**config.mk**
```make
export PLATFORM = sky130hd
export DESIGN_NAME = boxcar_moving_average
export DESIGN_NICKNAME = d
export VERILOG_FILES = /design/src/rtl/bma_pkg.sv /design/src/rtl/boxcar_moving_average.sv
export SDC_FILE = /design/constraint.sdc
export NUM_CORES = 1
export LEC_CHECK = 0
export ABC_CLOCK_PERIOD_IN_PS = 3400
export BUFFER_PORTS_ARGS = -buffer_cell sky130_fd_sc_hd__buf_2
export CORE_MARGIN = 2
export CORE_UTILIZATION = 62
export DETAILED_ROUTE_END_ITERATION = 8
export GPL_TIMING_DRIVEN = 0
export PLACE_DENSITY = 0.77
export SLEW_MARGIN = 40
export SYNTH_ARGS = -nofsm -noshare
export SYNTH_HDL_FRONTEND = slang
export SYNTH_SLANG_ARGS = --single-unit
```
**constraint.sdc**
```tcl
create_clock -name aclk -period 3.4 [get_ports aclk]
set_input_delay 0.34 -clock aclk [delete_from_list [all_inputs] [get_ports aclk]]
set_output_delay 0.34 -clock aclk [all_outputs]
set_load 0.02 [all_outputs]
```
**src/rtl/bma_pkg.sv**
```systemverilog
// ----------------------------------------------------------------------------
// bma_pkg: shared constants for the boxcar moving average
// Window size, field widths and the stream word widths used by the block.
// ----------------------------------------------------------------------------
package bma_pkg;

    // The window holds 2^WINDOW_LOG2 samples.
    localparam int WINDOW_LOG2 = 4;
    localparam int WIN_SIZE    = 1 << WINDOW_LOG2;

    // Field widths.
    localparam int RAW_W    = 16;
    localparam int SAMPLE_W = 12;
    localparam int AVG_W    = 12;
    localparam int SUM_W    = SAMPLE_W + WINDOW_LOG2;
    localparam int CNT_W    = WINDOW_LOG2 + 1;
    localparam int IDX_W    = WINDOW_LOG2;

    // Stream words are padded to whole bytes.
    localparam int S_DATA_W = ((RAW_W + 7) / 8) * 8;
    localparam int M_DATA_W = ((AVG_W + 7) / 8) * 8;

    // Step counter of the warm-up divider, one quotient bit a step.
    localparam int DIV_STEPS = SUM_W;
    localparam int DIV_CNT_W = $clog2(DIV_STEPS + 1);

endpackage

```
**src/rtl/boxcar_moving_average.sv**
```systemverilog
// ----------------------------------------------------------------------------
// boxcar_moving_average: running mean over the last 2^WINDOW_LOG2 samples
// Ring of samples in a synchronous RAM, running sum and a serial divider.
// ----------------------------------------------------------------------------
// Usage:
//   The input stream (s_tvalid/s_tready/s_tdata) carries one raw sample per
//   word; only its low 12 bits are used. The output stream
//   (m_tvalid/m_tready/m_tdata) carries one average per input word.
//   Once the window is full an item first reads the oldest sample from the
//   ring RAM, then updates the sum and writes the new sample back, then
//   hands the result to the output register. During warm-up the mean is
//   sum / count, worked out by a restoring divider one quotient bit a
//   cycle. s_tready is high only while no item is in work.
//   The output register holds a finished average while the receiver
//   stalls; the block still accepts and works a new item but holds its
//   result until that word is gone. After reset the sum, fill count and
//   oldest index are zero and the output is empty; the ring needs no
//   clearing as every entry is written during warm-up before it is read.
// ----------------------------------------------------------------------------
module boxcar_moving_average (
    input  logic                          aclk,
    input  logic                          aresetn,
    input  logic                          s_tvalid,
    output logic                          s_tready,
    input  logic [bma_pkg::S_DATA_W-1:0]  s_tdata,   // [15:0] raw_sample
    output logic                          m_tvalid,
    input  logic                          m_tready,
    output logic [bma_pkg::M_DATA_W-1:0]  m_tdata    // [11:0] average, zero padded
);

    localparam logic [1:0] ST_IDLE = 2'd0;
    localparam logic [1:0] ST_READ = 2'd1;
    localparam logic [1:0] ST_DIV  = 2'd2;
    localparam logic [1:0] ST_DONE = 2'd3;

    localparam logic [bma_pkg::CNT_W-1:0] WIN_FULL = bma_pkg::CNT_W'(bma_pkg::WIN_SIZE);
    localparam logic [bma_pkg::DIV_CNT_W-1:0] DIV_LAST =
        bma_pkg::DIV_CNT_W'(bma_pkg::DIV_STEPS - 1);

    // Control and datapath registers.
    logic [1:0]                     state_reg, state_next;
    logic [bma_pkg::SUM_W-1:0]      sum_reg, sum_next;
    logic [bma_pkg::CNT_W-1:0]      fill_reg, fill_next;
    logic [bma_pkg::IDX_W-1:0]      oldest_reg, oldest_next;
    logic [bma_pkg::SAMPLE_W-1:0]   sample_reg, sample_next;
    logic [bma_pkg::SUM_W-1:0]      dq_reg, dq_next;
    logic [bma_pkg::CNT_W-1:0]      rem_reg, rem_next;
    logic [bma_pkg::CNT_W-1:0]      divisor_reg, divisor_next;
    logic [bma_pkg::DIV_CNT_W-1:0]  step_reg, step_next;
    logic [bma_pkg::AVG_W-1:0]      result_reg, result_next;
    logic                           out_valid_reg, out_valid_next;
    logic [bma_pkg::AVG_W-1:0]      out_data_reg, out_data_next;

    // Ring RAM ports.
    logic [bma_pkg::SAMPLE_W-1:0]   ring_mem [bma_pkg::WIN_SIZE];
    logic [bma_pkg::SAMPLE_W-1:0]   ring_rdata_reg;
    logic                           ring_re;
    logic                           ring_we;
    logic [bma_pkg::IDX_W-1:0]      ring_waddr;

    // Helpers.
    logic                           s_accept;
    logic                           out_free;
    logic                           win_full;
    logic [bma_pkg::SUM_W-1:0]      sum_upd;
    logic [bma_pkg::CNT_W:0]        rem_shift;
    logic [bma_pkg::CNT_W:0]        rem_sub;
    logic                           div_ge;

    assign s_tready = (state_reg == ST_IDLE);
    assign s_accept = s_tvalid && s_tready;
    assign out_free = !out_valid_reg || m_tready;
    assign win_full = (fill_reg == WIN_FULL);

    assign m_tvalid = out_valid_reg;
    assign m_tdata  = bma_pkg::M_DATA_W'(out_data_reg);

    // The oldest sample is read as the word is accepted.
    assign ring_re    = s_accept;
    assign ring_we    = (state_reg == ST_READ);
    assign ring_waddr = win_full ? oldest_reg : fill_reg[bma_pkg::IDX_W-1:0];

    // New running sum: the oldest sample leaves once the window is full.
    always_comb begin
        if (win_full) begin
            sum_upd = sum_reg - bma_pkg::SUM_W'(ring_rdata_reg)
                              + bma_pkg::SUM_W'(sample_reg);
        end else begin
            sum_upd = sum_reg + bma_pkg::SUM_W'(sample_reg);
        end
    end

    // One restoring division step.
    assign rem_shift = {rem_reg, dq_reg[bma_pkg::SUM_W-1]};
    assign div_ge    = (rem_shift >= {1'b0, divisor_reg});
    assign rem_sub   = rem_shift - {1'b0, divisor_reg};

    // Sequencer and next-state logic.
    always_comb begin
        state_next     = state_reg;
        sum_next       = sum_reg;
        fill_next      = fill_reg;
        oldest_next    = oldest_reg;
        sample_next    = sample_reg;
        dq_next        = dq_reg;
        rem_next       = rem_reg;
        divisor_next   = divisor_reg;
        step_next      = step_reg;
        result_next    = result_reg;
        out_valid_next = out_valid_reg;
        out_data_next  = out_data_reg;

        // The output word leaves when taken.
        if (out_valid_reg && m_tready) begin
            out_valid_next = 1'b0;
        end

        case (state_reg)
            ST_IDLE: begin
                if (s_accept) begin
                    sample_next = s_tdata[bma_pkg::SAMPLE_W-1:0];
                    state_next  = ST_READ;
                end
            end
            ST_READ: begin
                sum_next = sum_upd;
                if (win_full) begin
                    oldest_next = oldest_reg + 1'b1;
                    result_next = sum_upd[bma_pkg::SUM_W-1:bma_pkg::WINDOW_LOG2];
                    state_next  = ST_DONE;
                end else begin
                    fill_next    = fill_reg + 1'b1;
                    divisor_next = fill_reg + 1'b1;
                    dq_next      = sum_upd;
                    rem_next     = '0;
                    step_next    = '0;
                    state_next   = ST_DIV;
                end
            end
            ST_DIV: begin
                if (div_ge) begin
                    rem_next = rem_sub[bma_pkg::CNT_W-1:0];
                end else begin
                    rem_next = rem_shift[bma_pkg::CNT_W-1:0];
                end
                dq_next   = {dq_reg[bma_pkg::SUM_W-2:0], div_ge};
                step_next = step_reg + 1'b1;
                if (step_reg == DIV_LAST) begin
                    result_next = dq_next[bma_pkg::AVG_W-1:0];
                    state_next  = ST_DONE;
                end
            end
            ST_DONE: begin
                if (out_free) begin
                    out_valid_next = 1'b1;
                    out_data_next  = result_reg;
                    state_next     = ST_IDLE;
                end
            end
            default: begin
                state_next = ST_IDLE;
            end
        endcase
    end

    // Ring RAM: one write and one registered read port.
    always_ff @(posedge aclk) begin
        if (ring_we) begin
            ring_mem[ring_waddr] <= sample_reg;
        end
        if (ring_re) begin
            ring_rdata_reg <= ring_mem[oldest_reg];
        end
    end

    // Control state with reset.
    always_ff @(posedge aclk) begin
        if (!aresetn) begin
            state_reg     <= ST_IDLE;
            sum_reg       <= '0;
            fill_reg      <= '0;
            oldest_reg    <= '0;
            out_valid_reg <= 1'b0;
        end else begin
            state_reg     <= state_next;
            sum_reg       <= sum_next;
            fill_reg      <= fill_next;
            oldest_reg    <= oldest_next;
            out_valid_reg <= out_valid_next;
        end
    end

    // Payload registers.
    always_ff @(posedge aclk) begin
        sample_reg   <= sample_next;
        dq_reg       <= dq_next;
        rem_reg      <= rem_next;
        divisor_reg  <= divisor_next;
        step_reg     <= step_next;
        result_reg   <= result_next;
        out_data_reg <= out_data_next;
    end

endmodule
```
==> impl_metrics.toml <==
[status]
run_status = "complete, no violations"

[drt]
drcViolationCount = 0
vias_per_cell = 6.30
vias = 8359
drtPass1Iterations = 5
wl_microns = 32900
drtIter0Drc = 717
drtAntennaViolNets = 0
wl_per_cell_microns = 24.8

[place]
placed_cells = 1240
port_buffers = 29
pre_cts_ws_ps = -260
placed_cell_area_sq_um = 14500
dpl.hpwl_microns = 20600
gp_congestion = 0.919

[global_route]
grt_pass1_wl_microns = 49300
antenna_found_initial = 0
grt_usage = 0.278
grt_pass1_vias = 8476
grt_overflow_total = 0
grt_max_degree = 19

[floorplanning]
die_w_microns = 154
std_cell_rows = 54
start_util = 0.635
design.die.area_sq_um = 23600
fp.dieH_microns = 154
core_sq_um = 21900
top_level_ports = 38

[timing]
worstMarginPinSlew_ps = 892
max_freq_mhz = 304
rsz0062_at_grt = "no"
period_share = 0.966
maxSlewViolCount = 0
tns_ps = 0
skew_ps = 21.2
fin_crit_ps = 3280
setup_viol = 0
slew_headroom = 0.403
setup_ws_ps = 116
hold_violations = 0

[setup_path]
crit_path_top_delay_cell = "fa_1"
r2r-end = "result_reg[10]"
r2r_slack_ps = 120
r2r-start = "sample_reg[1]"
crit_path_end_kind = "flip-flop"
cp-start-kind = "flip-flop"
cp.buffers_inverters = 2
cp_top_family = "compound AO/OA/AOI/OAI gates"
ff2ff_path_depth = 10
required_ps = 3670
cp_max_fo = 4
critical_path_class = "flip-flop to flip-flop"
path_cells = "inv_1 -> fa_1 -> inv_1 -> fa_1 -> a21oi_2 -> o211a_4 -> o21bai_4 -> a311o_1 -> xnor2_2 -> o221ai_1"
critPathMaxStageDelay_ps = 510
cp_data_arrival_time_ps = 3560

[yosys]
synth_edf_count = 271
synth.top_cells.by_count = "271 x edfxtp_1, 77 x inv_1, 71 x nor2_1, 60 x mux4_2"
synth.most_common_cell = "edfxtp_1"
synth_cells = 925
synth_ff_type = "edfxtp_1"
avgSynthCellArea_sq_um = 15.0
ys_top_cells_by_area = "edfxtp_1 59%, mux4_2 9.7%, dfxtp_1 4.0%, ha_1 4.0%, inv_1 2.1%"
synth_area_sq_um = 13900
synth_top_area_share = 0.586
ys_types = 79
synth_area_leader_cell = "edfxtp_1"
ys_warn_count = 0
async_reset_ff_frac = 0
synth_seq_cells = 299
seq_area_frac_synth = 0.626

[finish]
finalNonFillerCells = 1326
diodes = 0
layout.nets = 1102
final_cell_area_sq_um = 15900
drive_gt1_frac = 0.228
largest_reg_flops = 192
area_growth_pct = 14.5

[min_path]
hold_path_end = "m_tvalid"
min_path_cells = 4
holdCritStartpoint = "m_tready"
holdCritPathClass = "input port to flip-flop"

[power]
p_per_area_nw_per_um2 = 892
total_power_uw = 14200
p_leak_uw = 0.00556
ir_drop_v = 0.000646

[clock_tree]
cts_sinks = 299
clkTransAtPathRegs_ps = 60
cts_buffer_depth = 3
htree_num_levels = 1
cts_tree = "done"
cts-root-buf = "clkbuf_16"
insertion_delay_ps = 550
cts_buffers = 29

[flow_run]
max-cap-violations = 0
-- area by class of cell --
class / instances / area (sq um)
tap: 280 / 350
clock inverter: 23 / 305
fill: 1393 / 5990
sequential: 299 / 8700
inverter: 78 / 293
timing repair buffer: 65 / 533
multi-input combinational: 509 / 4750
buffer: 42 / 244
clock buffer: 30 / 729
-- worst max-delay path by stage --
stage                               from             end  depth (start not counted)
after floorplan            sample_reg[1]      dq_reg[14]                         10
after global placement     sample_reg[1]  result_reg[10]                         10
after detailed placement   sample_reg[1]  result_reg[10]                         10
after CTS                 sample_reg[11]  result_reg[10]                         11
after global routing       sample_reg[1]  result_reg[10]                         10
final                      sample_reg[1]  result_reg[10]                         10
-- cells by family (layout without fill, tap and decap cells) --
| family | count (synthesis) | after routing | share of synthesized area |
|---|---|---|---|
| compound gates | 156 | 156 | 0.0810 |
| xor+xnor | 36 | 36 | 0.0232 |
| fa+ha+maj | 58 | 58 | 0.0598 |
| buf+inv | 120 | 238 | 0.0386 |
| flops | 299 | 299 | 0.626 |
| mux | 72 | 72 | 0.106 |
| other cells | 1 | 4 | 0.000270 |
| simple gates | 183 | 183 | 0.0647 |
-- metal layers --
layer	vias to the layer above	global-route usage	wire (microns)
met5	-	0	0
met4	0	0.0931	913
met3	72	0.0600	2630
met2	419	0.474	16400
met1	4142	0.359	13000
li1	3726	-	-
-- metrics by stage --
| stage | utilization | hold WS [ps] |
|---|---|---|
| after floorplan | - | 400 |
| after CTS | 0.719 | 121 |
| after detailed placement | 0.663 | 405 |
| final | 0.726 | 136 |
| after global routing | 0.726 | 134 |
| after global placement | 0.658 | 401 |
-- layout by cell type (no fill, tap or decap), types with 9 or more instances in the layout --
master	Yosys	layout
xor2_1	12	12
dlygate4sd3_1	0	12
nand3_1	14	14
ha_1	44	44
mux2i_1	9	9
inv_1	77	77
dfxtp_1	28	28
buf_4	6	23
a211oi_1	13	13
edfxtp_1	271	271
clkbuf_1	16	17
nor3_1	14	13
nor2_1	71	53
nand4_1	9	9
xnor2_1	23	23
nand2_1	35	35
a21oi_1	44	44
nor2_2	2	15
clkbuf_16	0	29
o21ai_0	20	19
mux4_2	60	60
buf_2	9	39
fa_1	14	14
-- repair_timing --
item	4_1_cts	5_1_grt
hold buffers	12	0
setup endpoints to repair	13	15
setup buffers	8	13
endpoints found under the hold margin	12	0
resized for setup	1	0
-- worst register-to-register path: cells and delay by family, from the launching register on --
kind,cells,cell delay [ps]
DFF,1,460
buffers and inverters,2,200
AOI/OAI and AO/OA,5,1120
adders and majority gates,2,1000
xor gates and xnor gates,1,240
-- report_power, final --
part           switching, uW  leakage (uW)  internal, uW
Sequential               297       0.00271          4970
Combinational           3330       0.00235          2090
Clock                   1400      0.000500          2100
Total                   5030       0.00556          9160
Power figures use the tool's default switching activity.
